**config.mk**
```make
export PLATFORM = sky130hd
export DESIGN_NAME = tcf_queue
export DESIGN_NICKNAME = d
export VERILOG_FILES = /design/src/rtl/tcf_pkg.sv /design/src/rtl/tcf_queue.sv
export SDC_FILE = /design/constraint.sdc
export NUM_CORES = 1
export LEC_CHECK = 0
export ABC_AREA = 1
export BUFFER_PORTS_ARGS = -buffer_cell sky130_fd_sc_hd__buf_2
export CORE_MARGIN = 2
export CORE_UTILIZATION = 59
export CTS_BUF_LIST = sky130_fd_sc_hd__clkbuf_8
export DETAILED_ROUTE_END_ITERATION = 12
export HOLD_SLACK_MARGIN = 0.02
export PLACE_DENSITY = 0.92
export SYNTH_ARGS = -nofsm -noshare
export SYNTH_HDL_FRONTEND = slang
export SYNTH_SLANG_ARGS = --single-unit
```
**constraint.sdc**
```tcl
create_clock -name clock -period 10.2 [get_ports clock]
set_clock_uncertainty 0.2 [all_clocks]
set_input_delay 0.51 -clock clock [delete_from_list [all_inputs] [get_ports clock]]
set_output_delay 0.51 -clock clock [all_outputs]
set_load 0.01 [all_outputs]
```
**src/rtl/tcf_pkg.sv**
```systemverilog
// Shared types, constants and the CORDIC arctangent table of the tilt filter.
// Used by every module under rtl; depends on nothing.
`default_nettype none
package tcf_pkg;

   // Field widths
   localparam int SAMPLE_W = 16;
   localparam int GAIN_W   = 24;
   localparam int RATE_W   = 23;
   localparam int ANGLE_W  = 16;

   // Build-time defaults
   localparam int CORDIC_STEPS_DEF = 16;
   localparam int QUEUE_DEPTH_DEF  = 2;
   localparam int ATAN_ENTRIES     = 24;
   localparam int ITER_W           = 5;

   // Register reset values and register indexes
   localparam logic [15:0] BLEND_RESET = 16'd64225;
   localparam logic [23:0] GAIN_RESET  = 24'd128070;
   localparam logic        REG_BLEND   = 1'b0;
   localparam logic        REG_GAIN    = 1'b1;

   // Angle constants in 1/32768 and 1/128 degree
   localparam logic signed [24:0] QUARTER_TURN = 25'sd2949120;
   localparam logic signed [16:0] HALF_TURN    = 17'sd23040;

   // One word waiting between the front end and the back end
   typedef struct packed {
      logic signed [SAMPLE_W-1:0] accel_x;
      logic signed [SAMPLE_W-1:0] accel_z;
      logic        [SAMPLE_W-1:0] step_time;
      logic signed [RATE_W-1:0]   rate;
   } entry_type;

   typedef struct packed {
      logic empty;
      logic full;
   } queue_status_type;

   // atan(2^-i) in 1/32768 degree
   function automatic logic [21:0] atan_entry(input logic [ITER_W-1:0] idx);
      logic [21:0] v;
      case (idx)
         5'd0:  v = 22'd1474560;
         5'd1:  v = 22'd870484;
         5'd2:  v = 22'd459940;
         5'd3:  v = 22'd233473;
         5'd4:  v = 22'd117189;
         5'd5:  v = 22'd58652;
         5'd6:  v = 22'd29333;
         5'd7:  v = 22'd14667;
         5'd8:  v = 22'd7334;
         5'd9:  v = 22'd3667;
         5'd10: v = 22'd1833;
         5'd11: v = 22'd917;
         5'd12: v = 22'd458;
         5'd13: v = 22'd229;
         5'd14: v = 22'd115;
         5'd15: v = 22'd57;
         5'd16: v = 22'd29;
         5'd17: v = 22'd14;
         5'd18: v = 22'd7;
         5'd19: v = 22'd4;
         5'd20: v = 22'd2;
         5'd21: v = 22'd1;
         default: v = 22'd0;
      endcase
      return v;
   endfunction

endpackage
`default_nettype wire

```
**src/rtl/tcf_queue.sv**
```systemverilog
// Short first-in first-out queue between the front end and the back end.
// Depends on tcf_pkg; depth must be a power of two.
`default_nettype none
module tcf_queue #(
   parameter int QUEUE_DEPTH = tcf_pkg::QUEUE_DEPTH_DEF
) (
   input  wire logic                     clock,
   input  wire logic                     reset,
   input  wire logic                     push,
   input  wire tcf_pkg::entry_type       push_entry,
   input  wire logic                     pop,
   output tcf_pkg::entry_type            head,
   output tcf_pkg::queue_status_type     status
);

   localparam int PTR_W = (QUEUE_DEPTH > 1) ? $clog2(QUEUE_DEPTH) : 1;
   localparam int CNT_W = $clog2(QUEUE_DEPTH + 1);

   tcf_pkg::entry_type   slot_ff [QUEUE_DEPTH];
   logic [PTR_W-1:0]     wr_ptr_ff;
   logic [PTR_W-1:0]     rd_ptr_ff;
   logic [CNT_W-1:0]     count_ff;

   assign status.empty = (count_ff == '0);
   assign status.full  = (count_ff == CNT_W'(QUEUE_DEPTH));
   assign head         = slot_ff[rd_ptr_ff];

   // Pointers wrap naturally at the power-of-two depth.
   always_ff @(posedge clock) begin
      if (reset) begin
         wr_ptr_ff <= '0;
         rd_ptr_ff <= '0;
         count_ff  <= '0;
      end else begin
         if (push) begin
            wr_ptr_ff <= wr_ptr_ff + 1'b1;
         end
         if (pop) begin
            rd_ptr_ff <= rd_ptr_ff + 1'b1;
         end
         if (push && !pop) begin
            count_ff <= count_ff + 1'b1;
         end else if (pop && !push) begin
            count_ff <= count_ff - 1'b1;
         end
      end
      if (push) begin
         slot_ff[wr_ptr_ff] <= push_entry;
      end
   end

endmodule
`default_nettype wire

```
==> results by group <==
Pwr
  • Clock Power Share: 32.2%
  • Flop pwr share: 56.1%
  • Internal power: 0.000972 W
  • VDD IR-drop max: 0.000117 V
  • Pwr dens: 186 nW/µm²
  • NetSw: 0.000299 W
  • P_leak: 2.76 nW
  • Comb power frac: 11.7%
  • Sw frac: 23.5%

Cells and area
  • Ant. Diodes: 0
  • Area Growth Syn to Fin: 20.1%
  • Non-filler cells, final: 557
  • Area of the multi-input gates: 1160 µm²
  • Fill cells: 565
  • Share of cells above drive strength 1: 59.1%
  • Register area: 4370 µm²
  • # nets final: 491

Yosys
  • Largest family of logic cells by synthesized area: multiplexers
  • Seq cells post-synth: 147
  • Number of synthesized flops with an enable pin: 142
  • Unique cell type count in the Yosys netlist: 16
  • Leading cell type by number of instances after synthesis: edfxtp_1
  • Sequential-to-total area share from yosys stat: 76.5%
  • Post-synthesis compound-gate area fraction: 0.175%
  • Main synth FF type: edfxtp_1
  • Post-Syn Instances: 254
  • Mapped Area: 5700 µm²
  • Largest area contributor in the netlist: edfxtp_1
  • Post-synth top cells: 142 x edfxtp_1, 70 x mux2_4, 9 x inv_1, 7 x buf_12, 7 x nor2_1
  • Post-synth ARST share: 0%
  • Adder and majority gate portion of the synthesized area: 0.219%
  • Simple-gate share of the synthesized area: 1.07%
  • Post-synthesis mux area share: 18.6%
  • Avg Cell Area, Syn: 22.5 µm²
  • Post-Syn Nets: 330
  • Top-area cell type share of the netlist area: 74.8%
  • Synth top area cells: edfxtp_1 75%, mux2_4 18%, buf_12 2.5%
  • XOR/XNOR Fraction of Synth Area: 0.154%
  • Synth warn: 0

Routing
  • DRT Wirelength: 9130 µm
  • First-pass DRT Iterations: 4
  • Starting DRT DRC Count: 104
  • DR vias: 2781
  • Via/cell ratio: 4.99
  • DRT antenna net count: 0
  • DRC: 0
  • Average wire per standard cell: 16.4 µm

Floorplanning
  • IO Count: 148
  • Core area: 9330 µm²
  • FP Rows: 35
  • Die height: 102 µm
  • Die Footprint: 10500 µm²
  • Die X: 102 µm
  • Starting utilization of the core area: 61.2%

Place
  • Dpl ws: 7510 ps
  • Port bufs: 147
  • Placed cell count: 525
  • Estimated wirelength of the detail-placed design: 6140 µm
  • GP Congestion: 0.709

Timing
  • Fin Hold WS: 71.4 ps
  • Minimum clock period: 3110 ps
  • Hold Fails Final Rpt: 0
  • Max_slew headroom: 30.3%
  • Setup_tns: 0 ps
  • Final period util: 30.5%
  • Final slew viol count: 0
  • Post-route setup slack: 7090 ps
  • RSZ-0062 raised after global routing: no
  • Max Fclk: 0.321 GHz
  • Final setup fails: 0
  • Worst-margin pin slew: 1040 ps

Clock tree
  • CTS root buf: clkbuf_8
  • Clk_lat worst skew: 410 ps
  • Clock-pin transition on the worst setup and hold timing paths: 80 ps
  • Number of setup buffers added after CTS: 0
  • Clock Tree Buf Depth: 2
  • Clock sinks: 147
  • PostCTS Resize Cnt: 0
  • # hold bufs at CTS: 0
  • CTS tree: built
  • H-tree Lvls: 4
  • CTS buffer count: 17

Worst setup path
  • FF-to-FF setup slack: 7880 ps
  • Worst-path maximum fanout: 42
  • Worst reg2reg path endpoint: slot_ff[0][41]$_DFFE_PP_
  • Worst Setup End Kind: primary output
  • CP Launch Type: register
  • Reg2reg start: wr_ptr_ff$_SDFFE_PP0P_
  • Crit path DAT: 2400 ps
  • FF-to-FF path depth: 2
  • Worst Setup Path Type: reg -> out
  • Critical Path RT: 9490 ps

Global routing
  • All-Layer GR Usage: 17.9%
  • Vias in the first global route: 2797
  • First-pass GRT wire length: 13500 µm
  • Initial antenna violation count: 0
  • Largest net degree at the start of global routing: 51
  • Grt ovf: 0

Min path
  • HP Class: in -> reg
  • Hold EP: slot_ff[1][51]$_DFFE_PP_
  • Hold Startpoint: push_entry[51]
  • Hold path cells: 1

Run status
  • Run status: completed

Job
  • Max-cap violations: 0
==> per-layer routing <==
layer  up-vias  wire length [µm]  GRT usage, %  share of wire, %
met5         -                 0             0                 0
met3        12               681          5.88               7.5
met1      1333              3770          22.2                41
met4         0               114          7.38               1.2
li1       1311                 -             -                 -
met2       125              4570          29.2                50
==> registers in the layout, indices dropped and copies added (netlist names), named ones only <==
name and flops:
slot_ff 142, wr_ptr_ff 1, rd_ptr_ff 1, count_ff 2
==> cell families after synthesis <==
group	after synthesis
buffers and inverters	17
and+or+nand+nor	15
xor gates and xnor gates	1
muxes	71
DFF	147
adders and majority gates	1
AOI/OAI and AO/OA	2
==> power by group through the flow <==
stage / clock network (W) / registers [W] / logic, W
after floorplan: 0 / 0.000720 / 0.000110
after global placement: 0 / 0.000725 / 0.000148
after detailed placement: 0 / 0.000727 / 0.000151
after CTS: 0.000419 / 0.000714 / 0.000151
after global routing: 0.000446 / 0.000716 / 0.000161
final: 0.000409 / 0.000713 / 0.000149
==> worst max path at each step <==
stage,to,slack [ps],from
after floorplan,slot_ff[0][0]$_DFFE_PP_,5970,push
after global placement,head[0],7530,register
after detailed placement,slot_ff[0][47]$_DFFE_PP_,7510,push
after CTS,head[2],7050,register
after global routing,head[0],6980,register
final,head[0],7090,register
==> per-stage QoR <==
stage / area, µm² / utilization [%] / power [W]
4_1_cts: 6850 / 73.5 / 0.00128
5_1_grt: 6850 / 73.5 / 0.00132
6_report: 6850 / 73.5 / 0.00127
3_5_place_dp: 6480 / 69.5 / 0.000878
2_1_floorplan: 5700 / - / 0.000830
3_3_place_gp: 6480 / 69.5 / 0.000872
==> cell type report <==
cell class / count / area share, %
Clock buffer: 17 / 3.41
Clock inverter: 15 / 1.95
Inverter: 9 / 0.493
Multi-Input combinational cell: 90 / 17.0
Sequential cell: 147 / 63.8
Tap cell: 129 / 2.36
Timing Repair Buffer: 150 / 11.1
==> critical path, cell delays in order (launching register included) <==
cell     delay (ps)
dfxtp_4         730
buf_4           720
mux2_4          360
buf_2           140
==> cell usage in the layout (no fill, tap or decap), drive strengths merged, types with 3 or more instances in the layout <==
cell type / instances
buf: 150
edfxtp: 142
mux2: 71
clkbuf: 17
inv: 14
nor2: 7
clkinv: 6
nand2: 5
dfxtp: 5
clkinvlp: 3
Power figures use the tool's default switching activity.
