===== config.mk =====
export PLATFORM = sky130hd
export DESIGN_NAME = tcf_front
export DESIGN_NICKNAME = d
export VERILOG_FILES = /design/src/rtl/tcf_pkg.sv /design/src/rtl/tcf_front.sv
export SDC_FILE = /design/constraint.sdc
export NUM_CORES = 1
export LEC_CHECK = 0
export ABC_AREA = 1
export BUFFER_PORTS_ARGS = -buffer_cell sky130_fd_sc_hd__buf_2
export CORE_MARGIN = 2
export CORE_UTILIZATION = 45
export CTS_CLUSTER_SIZE = 16
export DETAILED_ROUTE_END_ITERATION = 10
export SYNTH_ARGS = -nofsm -noshare
export SYNTH_HDL_FRONTEND = slang
export SYNTH_SLANG_ARGS = --single-unit

===== constraint.sdc =====
create_clock -name clock -period 19.4 [get_ports clock]
set_clock_uncertainty 0.2 [all_clocks]
set_input_delay 1.94 -clock clock [delete_from_list [all_inputs] [get_ports clock]]
set_output_delay 1.94 -clock clock [all_outputs]
set_load 0.01 [all_outputs]

===== src/rtl/tcf_pkg.sv =====
// Shared types, constants and the CORDIC arctangent table of the tilt filter.
// Used by every module under rtl; depends on nothing.
`default_nettype none
package tcf_pkg;

   // Field widths
   localparam int SAMPLE_W = 16;
   localparam int GAIN_W   = 24;
   localparam int RATE_W   = 23;
   localparam int ANGLE_W  = 16;

   // Build-time defaults
   localparam int CORDIC_STEPS_DEF = 16;
   localparam int QUEUE_DEPTH_DEF  = 2;
   localparam int ATAN_ENTRIES     = 24;
   localparam int ITER_W           = 5;

   // Register reset values and register indexes
   localparam logic [15:0] BLEND_RESET = 16'd64225;
   localparam logic [23:0] GAIN_RESET  = 24'd128070;
   localparam logic        REG_BLEND   = 1'b0;
   localparam logic        REG_GAIN    = 1'b1;

   // Angle constants in 1/32768 and 1/128 degree
   localparam logic signed [24:0] QUARTER_TURN = 25'sd2949120;
   localparam logic signed [16:0] HALF_TURN    = 17'sd23040;

   // One word waiting between the front end and the back end
   typedef struct packed {
      logic signed [SAMPLE_W-1:0] accel_x;
      logic signed [SAMPLE_W-1:0] accel_z;
      logic        [SAMPLE_W-1:0] step_time;
      logic signed [RATE_W-1:0]   rate;
   } entry_type;

   typedef struct packed {
      logic empty;
      logic full;
   } queue_status_type;

   // atan(2^-i) in 1/32768 degree
   function automatic logic [21:0] atan_entry(input logic [ITER_W-1:0] idx);
      logic [21:0] v;
      case (idx)
         5'd0:  v = 22'd1474560;
         5'd1:  v = 22'd870484;
         5'd2:  v = 22'd459940;
         5'd3:  v = 22'd233473;
         5'd4:  v = 22'd117189;
         5'd5:  v = 22'd58652;
         5'd6:  v = 22'd29333;
         5'd7:  v = 22'd14667;
         5'd8:  v = 22'd7334;
         5'd9:  v = 22'd3667;
         5'd10: v = 22'd1833;
         5'd11: v = 22'd917;
         5'd12: v = 22'd458;
         5'd13: v = 22'd229;
         5'd14: v = 22'd115;
         5'd15: v = 22'd57;
         5'd16: v = 22'd29;
         5'd17: v = 22'd14;
         5'd18: v = 22'd7;
         5'd19: v = 22'd4;
         5'd20: v = 22'd2;
         5'd21: v = 22'd1;
         default: v = 22'd0;
      endcase
      return v;
   endfunction

endpackage
`default_nettype wire


===== src/rtl/tcf_front.sv =====
// Front end: accepts a request word, scales the gyro reading into a rate.
// Depends on tcf_pkg; feeds tcf_queue.
`default_nettype none
module tcf_front (
   input  wire logic                                clock,
   input  wire logic                                reset,
   input  wire logic                                req_valid,
   output logic                                     req_stall,
   input  wire logic signed [tcf_pkg::SAMPLE_W-1:0] req_accel_x,
   input  wire logic signed [tcf_pkg::SAMPLE_W-1:0] req_accel_z,
   input  wire logic signed [tcf_pkg::SAMPLE_W-1:0] req_gyro_y,
   input  wire logic        [tcf_pkg::SAMPLE_W-1:0] req_step_time,
   input  wire logic        [tcf_pkg::GAIN_W-1:0]   gyro_gain,
   input  wire tcf_pkg::queue_status_type           q_status,
   output logic                                     push,
   output tcf_pkg::entry_type                       push_entry
);

   logic                 valid_ff;
   logic signed [15:0]   ax_ff;
   logic signed [15:0]   az_ff;
   logic        [15:0]   dt_ff;
   logic signed [41:0]   prod_ff;
   logic signed [16:0]   neg_gyro;
   logic signed [24:0]   gain_s;
   logic signed [41:0]   rounded;
   logic signed [24:0]   rate_wide;
   logic signed [22:0]   rate_sat;
   logic                 accept;

   // The stage is free when empty or when its word moves on this cycle.
   assign push      = valid_ff && !q_status.full;
   assign req_stall = valid_ff && q_status.full;
   assign accept    = req_valid && !req_stall;

   assign neg_gyro = -(17'(req_gyro_y));
   assign gain_s   = signed'({1'b0, gyro_gain});

   // Product register, one multiply per accepted word.
   always_ff @(posedge clock) begin
      if (reset) begin
         valid_ff <= 1'b0;
      end else if (accept) begin
         valid_ff <= 1'b1;
      end else if (push) begin
         valid_ff <= 1'b0;
      end
      if (accept) begin
         ax_ff   <= req_accel_x;
         az_ff   <= req_accel_z;
         dt_ff   <= req_step_time;
         prod_ff <= neg_gyro * gain_s;
      end
   end

   // Round half up at 2^-17, then saturate to the rate range.
   assign rounded   = prod_ff + 42'sd65536;
   assign rate_wide = rounded[41:17];
   always_comb begin
      if (rate_wide > 25'sd4194303) begin
         rate_sat = 23'sd4194303;
      end else if (rate_wide < -25'sd4194304) begin
         rate_sat = -23'sd4194304;
      end else begin
         rate_sat = rate_wide[22:0];
      end
   end

   assign push_entry.accel_x   = ax_ff;
   assign push_entry.accel_z   = az_ff;
   assign push_entry.step_time = dt_ff;
   assign push_entry.rate      = rate_sat;

endmodule
`default_nettype wire


==> flow_summary_export.csv <==
group,metric,value,unit
setup_path,cp-start-kind,"input pin",
setup_path,rrSetupSlack,17.55,ns
placed_design,place_area,0.01835,mm^2
setup_path,required,19.26,ns
clock_tree,clk_path_buf_depth,2,
drt,wire_per_inst,17.01,um
yosys,ys_ff_latch,75,
die,start_util,0.4562,
yosys,ys_seq_area_frac,0.1305,
drt,viasPerCell,5.001,
setup_path,critPathTopFamily,"adder cells",
yosys,synthArstFlopShare,0,
min_path,whs_path_depth,2,
timing,finalCritPeriodShare,0.5058,
setup_path,crit_type,"input pin to flop",
setup_path,crit_fanout,24,
grt,grt_pass1_vias,14360,
min_path,hold_class,"flop to flop",
yosys,synth_adder_area_share,0.4841,
cells_and_area,regArea,0.002242,mm^2
placed_design,io_buffers,164,
yosys,yosysTopAreaCell,"fa_1",
cells_and_area,syn2layout_area_growth,8.629,%
clock_tree,cts_root_buffer,"clkbuf_16",
drt,wl,46.80,mm
die,dieHeight,199.4,um
cells_and_area,multi_input_area,0.01249,mm^2
grt,grt.total_usage,0.2466,
timing,tns,0,ns
placed_design,detailedPlacementHpwl,39.54,mm
yosys,synth_top_family_by_area,"adder cells",
job,cap_violations,0,
cells_and_area,most-common-layout-cells,"561 x inv_1, 488 x nand2_1, 328 x fa_1, 220 x nor2_1, 164 x buf_2",
timing,period_minus_slack,9.812,ns
drt,drc,0,
timing,clock.fmax,0.1019,GHz
yosys,synthMuxAreaShare,0,
placed_design,place_inst,2736,
clock_tree,numCtsBuffers,9,
grt,grt_pass1_wl,75.15,mm
die,dieArea,0.03976,mm^2
min_path,min-delay-start,"valid_ff",
yosys,avgSynthCellArea,8.101,um^2
yosys,syn_area,0.01718,mm^2
yosys,synthTopCellsByArea,"fa_1 38%, edfxtp_1 13%, inv_1 12%",
drt,drt_first_pass_iters,5,
clock_tree,cts.sinks,75,
placed_design,place.gp.congestion,0.9200,
yosys,synth_edf_count,74,
cells_and_area,drive_above_1_share,0.09196,
setup_path,cp-end-kind,"flop",
yosys,synth_nets,2682,
die,row_count,71,
clock_tree,hold_buffers,0,
timing,tightest_slew,1.004,ns
drt,vias,13760,
cells_and_area,utilization,0.4955,
clock_tree,h-tree-depth,3,
drt,drtIter0Drc,809,
cells_and_area,stdcell_count,2752,
setup_path,r2r-start,"valid_ff",
timing,rsz0062_at_grt,"no",
yosys,ys_warn_count,0,
setup_path,cp_slowest_cell,"nand2_1",
timing,finalHoldViolCount,0,
die,die_w,199.4,um
cells_and_area,final_common_cell,"inv_1",
timing,max_slew_margin,0.3297,
yosys,synth_ff_type,"edfxtp_1",
yosys,synth_simple_gate_area_frac,0.1826,
yosys,synth.top_cell.area_share,0.3821,
status,status,"finished clean",
yosys,netlist_instances,2121,
yosys,synth_cell_types,38,
setup_path,critPathBufInv,9,
yosys,synth_xor_area_frac,0.02381,
timing,setup_violations,0,
clock_tree,post_cts_buffers,0,
setup_path,reg2reg_to,"ax_ff[9]",
setup_path,slowest_delay,0.62,ns
clock_tree,cts_resized,0,
cells_and_area,fill_cells,3814,
die,io_pins,166,
grt,antenna_found_initial,1,
die,fp.coreArea,0.03767,mm^2
yosys,synth_compound_area_frac,0.03597,
setup_path,rr_worst_depth,4,
grt,grt_remaining_overflow,0,
clock_tree,clk_pin_slew,0.06,ns
cells_and_area,final_area,0.01867,mm^2
drt,antenna_left,0,
min_path,min_to,"valid_ff",
cells_and_area,fin_nets,2797,
setup_path,cp.arrival,9.68,ns
timing,finalMaxSlewViolations,0,
clock_tree,cts_tree,"done",
clock_tree,clkLatencyLatePin,0.32,ns
grt,grt_max_degree,75,
==> worst max-delay path by stage <==
stage / from / to / slack (ns) / cells past startpoint
2_1_floorplan: req_gyro_y[0] / prod_ff[29] / 11.22 / 32
3_3_place_gp: req_gyro_y[0] / prod_ff[29] / 9.45 / 35
3_5_place_dp: req_gyro_y[0] / prod_ff[29] / 9.33 / 35
4_1_cts: req_gyro_y[0] / prod_ff[29] / 9.64 / 35
5_1_grt: req_gyro_y[0] / prod_ff[29] / 9.09 / 35
6_report: req_gyro_y[0] / prod_ff[29] / 9.59 / 35
==> flip-flops by register name, summed over array words and instances (netlist names) <==
signal and count:
az_ff 16, prod_ff 26, dt_ff 16, ax_ff 16, valid_ff 1
==> cell type report <==
type,instances,share of cell area
Antenna cell,1,0.0001341
Tap cell,511,0.03425
Clock inverter,6,0.004826
Sequential cell,75,0.1201
Timing Repair Buffer,168,0.04558
Multi-Input combinational cell,1416,0.6692
Clock buffer,9,0.01207
Inverter,566,0.1138
==> tightest hold or removal path, delay by kind of cell (launching register included) <==
kind	cells	cell delay (ns)
compound gates	1	0.06
flops	1	0.31
simple gates	1	0.08
==> cell usage after synthesis, types with 2 or more instances <==
library cell  instances
nor2_1              221
clkbuf_1             42
a21boi_0              2
o21a_1                6
inv_2                 5
edfxtp_1             74
nand2_1             488
nand4_1               9
xor2_1               30
buf_6                 9
ha_1                140
xnor2_1              13
inv_1               561
nor3_1               13
fa_1                328
o21ai_0              30
nand2_2               5
a21oi_1              49
buf_2                 8
a21o_1               10
and3_1                2
a211oi_1              2
o21bai_1              4
nor2_2                3
xnor2_2               2
nor3_2                2
nand3_1              46
o21ai_1               4
buf_4                 4
==> routing by layer <==
layer / vias to the layer above / track usage / wire (um)
met5: - / 0 / 0
met4: 0 / 0.05597 / 1026
met3: 66 / 0.02886 / 3168
met2: 444 / 0.4284 / 22480
met1: 6853 / 0.3313 / 20130
li1: 6399 / - / -
==> cell families (layout without fill, tap and decap cells) <==
group / count (synthesis) / after routing
other: 0 / 1
XOR/XNOR: 45 / 45
AND/OR/NAND/NOR: 793 / 793
AO/OA/AOI/OAI: 110 / 110
flip-flops: 75 / 75
buffers and inverters: 630 / 749
adder cells (fa/ha/maj): 468 / 468
==> per-stage QoR <==
stage	hold WS [ns]	worst slack, ns
after floorplan	0.2478	11.22
after global placement	0.2546	9.453
after detailed placement	0.2843	9.328
after CTS	0.2935	9.645
after global routing	0.3118	9.093
final	0.2894	9.588
Power is not shown: default switching activity piles up to over one toggle a cycle in this logic, so the estimate is an artifact.
